<file path="config.mk">
export PLATFORM = sky130hd
export DESIGN_NAME = timed_state_crossfade
export DESIGN_NICKNAME = d
export VERILOG_FILES = /design/src/hw/rtl/tscf_pkg.sv /design/src/hw/rtl/tscf_seq.sv /design/src/hw/rtl/tscf_div.sv /design/src/hw/rtl/tscf_dp.sv /design/src/hw/rtl/timed_state_crossfade.sv
export SDC_FILE = /design/constraint.sdc
export NUM_CORES = 2
export LEC_CHECK = 0
export BUFFER_PORTS_ARGS = -buffer_cell sky130_fd_sc_hd__buf_2
export CORE_ASPECT_RATIO = 0.7
export CORE_MARGIN = 2
export CORE_UTILIZATION = 50
export CTS_CLUSTER_SIZE = 25
export DETAILED_ROUTE_END_ITERATION = 6
export GPL_TIMING_DRIVEN = 1
export HOLD_SLACK_MARGIN = 0.05
export PLACE_DENSITY = 0.76
export SYNTH_ARGS = -nofsm -noshare
export SYNTH_HDL_FRONTEND = slang
export SYNTH_SLANG_ARGS = --single-unit
</file>
<file path="constraint.sdc">
create_clock -name clk -period 16.6 [get_ports clk]
set_input_delay 1.66 -clock clk [delete_from_list [all_inputs] [get_ports clk]]
set_output_delay 1.66 -clock clk [all_outputs]
set_load 0.03 [all_outputs]
</file>
<file path="src/hw/rtl/tscf_pkg.sv">
package tscf_pkg;

	localparam int DEF_VALUE_BITS = 16;
	localparam int DEF_TIME_BITS  = 32;

	localparam int FIELD_BITS = 16;
	localparam int MS_BITS    = 32;
	localparam int P_FRAC     = 16;
	localparam int P_BITS     = P_FRAC + 1;
	localparam int DIV_STEPS  = P_FRAC;
	localparam int CNT_BITS   = $clog2(DIV_STEPS + 1);

	localparam logic [P_BITS-1:0] P_ONE   = P_BITS'(1) << P_FRAC;
	localparam logic [P_BITS-1:0] P_ZERO  = '0;
	localparam int                P_ROUND = 1 << (P_FRAC - 1);

	localparam logic [1:0] OP_SNAP = 2'd0;
	localparam logic [1:0] OP_RAMP = 2'd1;
	localparam logic [1:0] OP_ADV  = 2'd2;

	localparam logic [1:0] CH_LEVEL = 2'd0;
	localparam logic [1:0] CH_ANGLE = 2'd1;
	localparam logic [1:0] CH_MAG   = 2'd2;

	localparam int PC_BITS = 4;
	localparam logic [PC_BITS-1:0] PC_WAIT = 4'd0;
	localparam logic [PC_BITS-1:0] PC_ADVT = 4'd3;
	localparam logic [PC_BITS-1:0] PC_DIVS = 4'd5;
	localparam logic [PC_BITS-1:0] PC_LOAD = 4'd14;
	localparam logic [PC_BITS-1:0] PC_EMIT = 4'd15;

	typedef enum logic [3:0] {
		ACT_NONE,
		ACT_ACCEPT,
		ACT_LOAD,
		ACT_ADVT,
		ACT_DIVI,
		ACT_DIVS,
		ACT_PSET,
		ACT_MUL,
		ACT_ACC,
		ACT_EMIT
	} act_t;

	typedef enum logic [2:0] {
		COND_NEXT,
		COND_ALWAYS,
		COND_NO_IN,
		COND_IS_LOAD,
		COND_NOT_ADV,
		COND_DIV_MORE,
		COND_OUT_BUSY
	} cond_t;

	typedef struct packed {
		act_t               act;
		cond_t              cond;
		logic [PC_BITS-1:0] target;
		logic [1:0]         ch;
	} ctrl_t;

	typedef struct packed {
		logic in_valid;
		logic is_load;
		logic not_adv;
		logic div_more;
		logic out_busy;
	} status_t;

	function automatic ctrl_t cw(act_t a, cond_t c, logic [PC_BITS-1:0] t, logic [1:0] ch);
		ctrl_t w;
		w.act    = a;
		w.cond   = c;
		w.target = t;
		w.ch     = ch;
		return w;
	endfunction

	function automatic ctrl_t rom_word(logic [PC_BITS-1:0] pc);
		ctrl_t w;
		unique case (pc)
			4'd0:    w = cw(ACT_ACCEPT, COND_NO_IN,    PC_WAIT, CH_LEVEL);
			4'd1:    w = cw(ACT_NONE,   COND_IS_LOAD,  PC_LOAD, CH_LEVEL);
			4'd2:    w = cw(ACT_NONE,   COND_NOT_ADV,  PC_EMIT, CH_LEVEL);
			4'd3:    w = cw(ACT_ADVT,   COND_NEXT,     PC_WAIT, CH_LEVEL);
			4'd4:    w = cw(ACT_DIVI,   COND_NEXT,     PC_WAIT, CH_LEVEL);
			4'd5:    w = cw(ACT_DIVS,   COND_DIV_MORE, PC_DIVS, CH_LEVEL);
			4'd6:    w = cw(ACT_PSET,   COND_NEXT,     PC_WAIT, CH_LEVEL);
			4'd7:    w = cw(ACT_MUL,    COND_NEXT,     PC_WAIT, CH_LEVEL);
			4'd8:    w = cw(ACT_ACC,    COND_NEXT,     PC_WAIT, CH_LEVEL);
			4'd9:    w = cw(ACT_MUL,    COND_NEXT,     PC_WAIT, CH_ANGLE);
			4'd10:   w = cw(ACT_ACC,    COND_NEXT,     PC_WAIT, CH_ANGLE);
			4'd11:   w = cw(ACT_MUL,    COND_NEXT,     PC_WAIT, CH_MAG);
			4'd12:   w = cw(ACT_ACC,    COND_ALWAYS,   PC_EMIT, CH_MAG);
			4'd14:   w = cw(ACT_LOAD,   COND_NEXT,     PC_WAIT, CH_LEVEL);
			4'd15:   w = cw(ACT_EMIT,   COND_OUT_BUSY, PC_EMIT, CH_LEVEL);
			default: w = cw(ACT_NONE,   COND_ALWAYS,   PC_EMIT, CH_LEVEL);
		endcase
		return w;
	endfunction

endpackage

</file>
<file path="src/hw/rtl/tscf_seq.sv">
module tscf_seq (
	input  logic              clk,
	input  logic              arst_n,
	input  tscf_pkg::status_t status,
	output tscf_pkg::ctrl_t   ctrl
);

	logic [tscf_pkg::PC_BITS-1:0] pc_q;
	logic [tscf_pkg::PC_BITS-1:0] pc_next;
	logic                         take;

	assign ctrl = tscf_pkg::rom_word(pc_q);

	always_comb begin
		unique case (ctrl.cond)
			tscf_pkg::COND_NEXT:     take = 1'b0;
			tscf_pkg::COND_ALWAYS:   take = 1'b1;
			tscf_pkg::COND_NO_IN:    take = !status.in_valid;
			tscf_pkg::COND_IS_LOAD:  take = status.is_load;
			tscf_pkg::COND_NOT_ADV:  take = status.not_adv;
			tscf_pkg::COND_DIV_MORE: take = status.div_more;
			tscf_pkg::COND_OUT_BUSY: take = status.out_busy;
			default:                 take = 1'b0;
		endcase
		pc_next = take ? ctrl.target : pc_q + 1'b1;
	end

	always_ff @(posedge clk or negedge arst_n) begin
		if (!arst_n) begin
			pc_q <= tscf_pkg::PC_WAIT;
		end else begin
			pc_q <= pc_next;
		end
	end

endmodule

</file>
<file path="src/hw/rtl/tscf_div.sv">
module tscf_div #(
	parameter int TIME_BITS = tscf_pkg::DEF_TIME_BITS
) (
	input  logic                        clk,
	input  logic                        arst_n,
	input  logic                        init,
	input  logic                        step,
	input  logic [TIME_BITS-2:0]        num,
	input  logic [TIME_BITS-2:0]        den,
	output logic [tscf_pkg::P_FRAC-1:0] quot,
	output logic                        more
);

	logic [TIME_BITS-1:0]          rem_q;
	logic [tscf_pkg::P_FRAC-1:0]   quot_q;
	logic [tscf_pkg::CNT_BITS-1:0] cnt_q;
	logic [TIME_BITS-1:0]          shifted;
	logic                          fits;

	assign shifted = {rem_q[TIME_BITS-2:0], 1'b0};
	assign fits    = shifted >= {1'b0, den};
	assign quot    = quot_q;
	assign more    = cnt_q != tscf_pkg::CNT_BITS'(1);

	always_ff @(posedge clk or negedge arst_n) begin
		if (!arst_n) begin
			cnt_q <= '0;
		end else if (init) begin
			cnt_q <= tscf_pkg::CNT_BITS'(tscf_pkg::DIV_STEPS);
		end else if (step) begin
			cnt_q <= cnt_q - 1'b1;
		end
	end

	always_ff @(posedge clk) begin
		if (init) begin
			rem_q  <= {1'b0, num};
			quot_q <= '0;
		end else if (step) begin
			rem_q  <= fits ? shifted - {1'b0, den} : shifted;
			quot_q <= {quot_q[tscf_pkg::P_FRAC-2:0], fits};
		end
	end

endmodule

</file>
<file path="src/hw/rtl/tscf_dp.sv">
module tscf_dp #(
	parameter int VALUE_BITS = tscf_pkg::DEF_VALUE_BITS,
	parameter int TIME_BITS  = tscf_pkg::DEF_TIME_BITS
) (
	input  logic                            clk,
	input  logic                            arst_n,
	input  tscf_pkg::ctrl_t                 ctrl,
	input  logic                            in_valid,
	input  logic [1:0]                      in_op,
	input  logic [tscf_pkg::FIELD_BITS-1:0] in_level,
	input  logic [tscf_pkg::FIELD_BITS-1:0] in_angle,
	input  logic [tscf_pkg::FIELD_BITS-1:0] in_mag,
	input  logic signed [tscf_pkg::MS_BITS-1:0] in_dur,
	input  logic signed [tscf_pkg::MS_BITS-1:0] in_step,
	input  logic                            out_ready,
	output tscf_pkg::status_t               status,
	output logic                            out_valid,
	output logic [tscf_pkg::FIELD_BITS-1:0] out_level,
	output logic [tscf_pkg::FIELD_BITS-1:0] out_angle,
	output logic [tscf_pkg::FIELD_BITS-1:0] out_mag,
	output logic                            out_active,
	output logic [tscf_pkg::P_BITS-1:0]     out_progress
);

	localparam int VB = VALUE_BITS;
	localparam int TB = TIME_BITS;
	localparam int DW = VB + 2;
	localparam int PW = DW + tscf_pkg::P_BITS + 1;
	localparam logic signed [DW-1:0] HALF = DW'(1) <<< (VB - 1);
	localparam logic signed [DW-1:0] FULL = DW'(1) <<< VB;

	logic [VB-1:0] org_q [3];
	logic [VB-1:0] tgt_q [3];
	logic [VB-1:0] cur_q [3];
	logic [VB-1:0] nv_q  [3];
	logic [TB-2:0] el_q;
	logic [TB-2:0] dur_q;
	logic [TB-2:0] tdur_q;
	logic [TB-2:0] tstep_q;
	logic [tscf_pkg::P_BITS-1:0] p_q;
	logic [1:0]    op_q;
	logic signed [PW-1:0] prod_q;
	logic          out_valid_q;

	logic [63:0]   lvl_w, ang_w, mag_w;
	logic [63:0]   dur_w, step_w;
	logic [TB-1:0] dur_t, step_t;
	logic [TB-2:0] dur_op, step_op;
	logic          active;
	logic          busy;
	logic          emit;
	logic          snap_now;
	logic [TB-1:0] el_sum;
	logic [VB-1:0] from_v, to_v;
	logic signed [DW-1:0] diff, arc;
	logic signed [PW-1:0] rnd;
	logic [tscf_pkg::P_FRAC-1:0] quot;
	logic          div_more;
	logic [63:0]   c0_w, c1_w, c2_w;

	assign lvl_w  = 64'(in_level);
	assign ang_w  = 64'(in_angle);
	assign mag_w  = 64'(in_mag);
	assign dur_w  = 64'(in_dur);
	assign step_w = 64'(in_step);
	assign dur_t  = dur_w[TB-1:0];
	assign step_t = step_w[TB-1:0];
	assign dur_op  = dur_t[TB-1]  ? '0 : dur_t[TB-2:0];
	assign step_op = step_t[TB-1] ? '0 : step_t[TB-2:0];

	assign active   = (dur_q != '0) && (el_q < dur_q);
	assign busy     = out_valid_q && !out_ready;
	assign emit     = (ctrl.act == tscf_pkg::ACT_EMIT) && !busy;
	assign snap_now = (op_q == tscf_pkg::OP_SNAP) || (tdur_q == '0);
	assign el_sum   = {1'b0, el_q} + {1'b0, tstep_q};

	assign status.in_valid = in_valid;
	assign status.is_load  = (op_q == tscf_pkg::OP_SNAP) || (op_q == tscf_pkg::OP_RAMP);
	assign status.not_adv  = !((op_q == tscf_pkg::OP_ADV) && active);
	assign status.div_more = div_more;
	assign status.out_busy = busy;

	// shortest arc for the angle, plain difference otherwise
	assign from_v = org_q[ctrl.ch];
	assign to_v   = tgt_q[ctrl.ch];
	assign diff   = $signed({2'b00, to_v}) - $signed({2'b00, from_v});
	always_comb begin
		arc = diff;
		if (ctrl.ch == tscf_pkg::CH_ANGLE) begin
			if (diff > HALF) begin
				arc = diff - FULL;
			end else if (diff < -HALF) begin
				arc = diff + FULL;
			end
		end
	end

	assign rnd = prod_q + PW'(tscf_pkg::P_ROUND);

	tscf_div #(
		.TIME_BITS(TB)
	) u_div (
		.clk   (clk),
		.arst_n(arst_n),
		.init  (ctrl.act == tscf_pkg::ACT_DIVI),
		.step  (ctrl.act == tscf_pkg::ACT_DIVS),
		.num   (el_q),
		.den   (dur_q),
		.quot  (quot),
		.more  (div_more)
	);

	// input word latch and multiplier product register
	always_ff @(posedge clk) begin
		if ((ctrl.act == tscf_pkg::ACT_ACCEPT) && in_valid) begin
			op_q     <= in_op;
			nv_q[0]  <= lvl_w[VB-1:0];
			nv_q[1]  <= ang_w[VB-1:0];
			nv_q[2]  <= mag_w[VB-1:0];
			tdur_q   <= dur_op;
			tstep_q  <= step_op;
		end
		if (ctrl.act == tscf_pkg::ACT_MUL) begin
			prod_q <= arc * $signed({1'b0, p_q});
		end
	end

	always_ff @(posedge clk or negedge arst_n) begin
		if (!arst_n) begin
			for (int i = 0; i < 3; i++) begin
				org_q[i] <= '0;
				tgt_q[i] <= '0;
				cur_q[i] <= '0;
			end
			el_q  <= '0;
			dur_q <= '0;
			p_q   <= tscf_pkg::P_ONE;
		end else begin
			unique case (ctrl.act)
				tscf_pkg::ACT_LOAD: begin
					el_q <= '0;
					if (snap_now) begin
						for (int i = 0; i < 3; i++) begin
							org_q[i] <= nv_q[i];
							tgt_q[i] <= nv_q[i];
							cur_q[i] <= nv_q[i];
						end
						dur_q <= '0;
						p_q   <= tscf_pkg::P_ONE;
					end else begin
						for (int i = 0; i < 3; i++) begin
							org_q[i] <= cur_q[i];
							tgt_q[i] <= nv_q[i];
						end
						dur_q <= tdur_q;
						p_q   <= tscf_pkg::P_ZERO;
					end
				end
				tscf_pkg::ACT_ADVT: begin
					el_q <= (el_sum > {1'b0, dur_q}) ? dur_q : el_sum[TB-2:0];
				end
				tscf_pkg::ACT_PSET: begin
					p_q <= (el_q == dur_q) ? tscf_pkg::P_ONE : {1'b0, quot};
				end
				tscf_pkg::ACT_ACC: begin
					cur_q[ctrl.ch] <= from_v + rnd[VB+tscf_pkg::P_FRAC-1:tscf_pkg::P_FRAC];
				end
				default: begin
				end
			endcase
		end
	end

	assign c0_w = 64'(cur_q[0]);
	assign c1_w = 64'(cur_q[1]);
	assign c2_w = 64'(cur_q[2]);

	// output register
	always_ff @(posedge clk or negedge arst_n) begin
		if (!arst_n) begin
			out_valid_q <= 1'b0;
		end else if (emit) begin
			out_valid_q <= 1'b1;
		end else if (out_ready) begin
			out_valid_q <= 1'b0;
		end
	end

	always_ff @(posedge clk) begin
		if (emit) begin
			out_level    <= c0_w[tscf_pkg::FIELD_BITS-1:0];
			out_angle    <= c1_w[tscf_pkg::FIELD_BITS-1:0];
			out_mag      <= c2_w[tscf_pkg::FIELD_BITS-1:0];
			out_active   <= active;
			out_progress <= p_q;
		end
	end

	assign out_valid = out_valid_q;

endmodule

</file>
<file path="src/hw/rtl/timed_state_crossfade.sv">
// flow: a word is accepted in the wait state and no new word is taken until its
// result is emitted; snap and ramp start load the new values, idle advance and
// unused operation go straight to emit, and an advance during a ramp runs time
// advance, the 16-step progress division and the one shared multiplier used per channel
// reset: arst_n clears all values and both time counters, progress reads complete
module timed_state_crossfade #(
	parameter int VALUE_BITS = tscf_pkg::DEF_VALUE_BITS,
	parameter int TIME_BITS  = tscf_pkg::DEF_TIME_BITS
) (
	input  logic         clk,
	input  logic         arst_n,
	input  logic         s_axis_tvalid,
	output logic         s_axis_tready,
	// new_level, new_angle, new_magnitude, ramp_duration_ms, step_ms
	input  logic [111:0] s_axis_tdata,
	// operation
	input  logic [1:0]   s_axis_tuser,
	output logic         m_axis_tvalid,
	input  logic         m_axis_tready,
	// level_out, angle_out, magnitude_out, ramp_active, ramp_progress, zero pad
	output logic [71:0]  m_axis_tdata
);

	tscf_pkg::ctrl_t   ctrl;
	tscf_pkg::status_t status;

	logic [tscf_pkg::FIELD_BITS-1:0] level_out;
	logic [tscf_pkg::FIELD_BITS-1:0] angle_out;
	logic [tscf_pkg::FIELD_BITS-1:0] magnitude_out;
	logic                            ramp_active;
	logic [tscf_pkg::P_BITS-1:0]     ramp_progress;

	assign s_axis_tready = ctrl.act == tscf_pkg::ACT_ACCEPT;

	tscf_seq u_seq (
		.clk   (clk),
		.arst_n(arst_n),
		.status(status),
		.ctrl  (ctrl)
	);

	tscf_dp #(
		.VALUE_BITS(VALUE_BITS),
		.TIME_BITS (TIME_BITS)
	) u_dp (
		.clk         (clk),
		.arst_n      (arst_n),
		.ctrl        (ctrl),
		.in_valid    (s_axis_tvalid),
		.in_op       (s_axis_tuser),
		.in_level    (s_axis_tdata[15:0]),
		.in_angle    (s_axis_tdata[31:16]),
		.in_mag      (s_axis_tdata[47:32]),
		.in_dur      (s_axis_tdata[79:48]),
		.in_step     (s_axis_tdata[111:80]),
		.out_ready   (m_axis_tready),
		.status      (status),
		.out_valid   (m_axis_tvalid),
		.out_level   (level_out),
		.out_angle   (angle_out),
		.out_mag     (magnitude_out),
		.out_active  (ramp_active),
		.out_progress(ramp_progress)
	);

	assign m_axis_tdata = {6'd0, ramp_progress, ramp_active, magnitude_out, angle_out, level_out};

endmodule

</file>
==> impl_metrics.csv <==
group,metric,value,unit
timing,fmax,0.07579,GHz
clocking,clock_latency,0.63,ns
floorplan,initial_core_util,50.53,%
floorplan,die-area,72740,µm²
timing,setup_viol,0,
timing,slew_violations,0,
worst_setup_path,path_class,"flop to flop",
yosys,syn_area,35280,µm²
yosys,synth_compound_area_share,12.35,%
clocking,cts.htree.levels,2,
outcome,violations,"DRC",
clocking,cts_root_buffer,"clkbuf_16",
clocking,cts.reportedPaths.clkPinSlew,0.06,ns
timing,slew_headroom,6.017,%
yosys,yosys_register_bits,475,
route,firstDrtPassIters,7,
timing,rsz0062_at_grt,"false",
final_layout,drive_gt1_share,9.358,%
grt,top_usage_layer,"met1",
grt,grt_pass1_wl,151300,µm
place,gp_congestion,0.9172,
outcome,status,"finished with violations",
grt,grtUsageMet1,41.42,%
route,drc_errors,3,
clocking,cts_tree,"done",
yosys,syn_avg_cell_area,9.712,µm²
final_layout,area_growth,10.11,%
worst_setup_path,slowest_stage,"a222oi_1",
floorplan,rows,81,
grt,met3_usage,6.091,%
worst_setup_path,cp-start-kind,"flop",
final_layout,num-nets-final,4378,
floorplan,die_x,321.5,µm
timing,clock_skew,0.02532,ns
worst_setup_path,crit_path_end_kind,"flop",
route,wl_per_cell,20.35,µm
floorplan,ios,192,
flow_run,maxCapViolCount,0,
timing,period_share,79.48,%
grt,grt_overflow_total,0,
worst_setup_path,arrival,13.55,ns
route,drt_iter0_drc,2913,
clocking,cts_resized,0,
yosys,yosysSeqAreaShare,36.67,%
route,wl,95580,µm
floorplan,core-area,69830,µm²
yosys,synth_flop_cell,"dfrtp_1",
clocking,numCtsBuffers,49,
place,hpwl,70990,µm
timing,period_needed,13.19,ns
min_path,hold_path_class,"flop to flop",
clocking,cts.sinks,475,
worst_setup_path,cp_data_required_time,16.95,ns
route,num_vias,27171,
grt,antenna_found_initial,4,
yosys,yosys.area_share.simple,14.86,%
clocking,cts_max_path_buffers,3,
yosys,synth_fa_ha_area_share,24.47,%
yosys,async_flop_share,49.05,%
clocking,hold_buffers,0,
yosys,synth_top_family_by_area,"adder cells",
yosys,muxShareOfSynthArea,1.716,%
yosys,synthCells,3633,
timing,tightest_slew,1.374,ns
worst_setup_path,slowest_delay,0.88,ns
timing,finalHoldViolCount,0,
place,port_buffers,185,
yosys,synth_xor_xnor_area_share,3.277,%
grt,track_usage,26.64,%
grt,grtUsageMet2,37.00,%
yosys,synth_top_area_share,19.23,%
route,drtAntennaViolNets,0,
clocking,postCtsSetupBuffers,0,
route,via_per_inst,5.784,
yosys,synth_area_leaders,"edfxtp_1, dfrtp_1, fa_1",
floorplan,die_y,226.3,µm
grt,grt_pass1_vias,26539,
yosys,synth-edff-count,226,
yosys,yosysUniqueCellTypes,79,
yosys,yosys_warnings,0,
worst_setup_path,crit_fanout,26,
timing,tns,0,ns
grt,grt_max_degree,105,
yosys,yosysTopAreaCell,"edfxtp_1",
==> flip-flops by register name (all words and copies together) (netlist names), 2 cells and up <==
name / flops
u_dp.nv_q: 48
u_dp.out_mag: 16
u_dp.tgt_q: 48
u_dp.u_div.quot: 16
u_dp.c2_w: 16
u_dp.p_q: 17
u_dp.out_progress: 17
u_dp.tdur_q: 31
u_dp.c1_w: 16
u_seq.pc_q: 4
u_dp.u_div.rem_q: 31
u_dp.el_q: 31
u_dp.op_q: 2
u_dp.c0_w: 16
u_dp.tstep_q: 31
u_dp.org_q: 48
u_dp.prod_q: 17
u_dp.dur_q: 31
u_dp.out_angle: 16
u_dp.out_level: 16
u_dp.u_div.cnt_q: 5
==> metrics by stage <==
| stage | utilization [%] | instances | instance area [µm²] | hold slack, ns | setup slack [ns] |
|---|---|---|---|---|---|
| after floorplan | - | 3638 | 35300 | 0.4231 | 3.241 |
| after global placement | 53.12 | 4604 | 37090 | 0.4489 | 3.853 |
| after detailed placement | 53.12 | 4604 | 37090 | 0.4470 | 3.501 |
| after CTS | 55.62 | 4696 | 38840 | 0.4567 | 3.437 |
| after global routing | 55.63 | 4698 | 38850 | 0.4881 | 2.751 |
| final | 55.63 | 4698 | 38850 | 0.4559 | 3.406 |
==> Yosys cell counts, types with 6 or more instances <==
master      n
a211oi_1    9
a21boi_0    8
a21o_1     63
a21oi_1   131
a221o_1     8
a222oi_1   19
a22o_1     18
a22oi_1    36
a31oi_1    61
and2_1    115
and3_1     21
buf_1       9
buf_4       7
clkbuf_1  153
dfrtp_1   232
dfxtp_1    16
edfxtp_1  226
fa_1      280
ha_1      238
inv_1     434
inv_2       8
mux2_2      6
mux2i_1    50
nand2_1   604
nand2b_1   20
nand3_1    30
nand4_1    26
nor2_1    169
nor2b_1    93
nor3_1     27
nor4_1     18
o211ai_1    8
o21a_1     32
o21ai_0   185
o21bai_1   12
o22ai_1     8
o31ai_1    38
or2_2       6
or3_1       7
xnor2_1    95
xor2_1     37
==> layer usage <==
metal | part of all wire (%) | routed length [µm] | up-vias
li1 | - | - | 12351
met1 | 46 | 44030 | 13329
met2 | 41 | 38870 | 1341
met3 | 11 | 10400 | 150
met4 | 2.4 | 2291 | 0
met5 | 0 | 0 | -
==> cells by family after synthesis <==
| group | count (synthesis) |
|---|---|
| adders and majority gates | 523 |
| xor gates and xnor gates | 132 |
| muxes | 58 |
| AOI/OAI and AO/OA | 676 |
| other | 1 |
| and+or+nand+nor | 1152 |
| DFF | 475 |
| buffers and inverters | 616 |
==> critical path: cells and delay by family (launching register included) <==
kind            cells  cell delay, ns
fa+ha+maj           9            4.12
compound gates     12            3.55
simple gates       11            3.24
buf+inv             8            1.00
flops               1            0.78
xor+xnor            2            0.21
==> final timing paths <==
path / startpoint / to / slack [ns] / depth (start not counted)
worst min register to register: u_dp.u_div.quot[15]$_SDFFE_PP0P_ / u_dp.u_div.quot[15]$_SDFFE_PP0P_ / 0.46 / 2
min in group asynchronous: arst_n / u_dp.c0_w[8]$_DFFE_PN0P_ / 1.08 / 1
worst max register to register: u_seq.pc_q[0]$_DFF_PN0_ / u_dp.prod_q[31]$_DFFE_PN_ / 3.41 / 42
worst max-delay path: u_seq.pc_q[0]$_DFF_PN0_ / u_dp.prod_q[31]$_DFFE_PN_ / 3.41 / 42
max in group asynchronous: arst_n / u_dp.p_q[5]$_DFFE_PN0P_ / 14.01 / 2
worst min-delay path: u_dp.u_div.quot[15]$_SDFFE_PP0P_ / u_dp.u_div.quot[15]$_SDFFE_PP0P_ / 0.46 / 2
==> area by class of cell <==
cell class	count	area, µm²
timing repair buffer	227	1251
fill	5987	30980
antenna	2	5.005
clock inverter	31	346.6
sequential	475	12940
inverter	442	1659
tap	913	1142
multi-input combinational	2547	20110
clock buffer	61	1395
==> cells in the final DEF, fill, tap and decap left out, types with 38 or more instances in the layout <==
master,n
clkbuf_16,52
xnor2_1,95
edfxtp_1,226
nand2_1,604
o31ai_1,38
nor2_1,166
nor2b_1,92
buf_4,42
inv_1,434
dfrtp_1,232
and2_1,115
a21o_1,63
fa_1,280
mux2i_1,50
o21ai_0,184
ha_1,238
a21oi_1,131
buf_2,184
a31oi_1,61
Power is left out: the tool's default activity adds up to more than one toggle a clock period on the data nets, which glitch-free logic cannot reach.
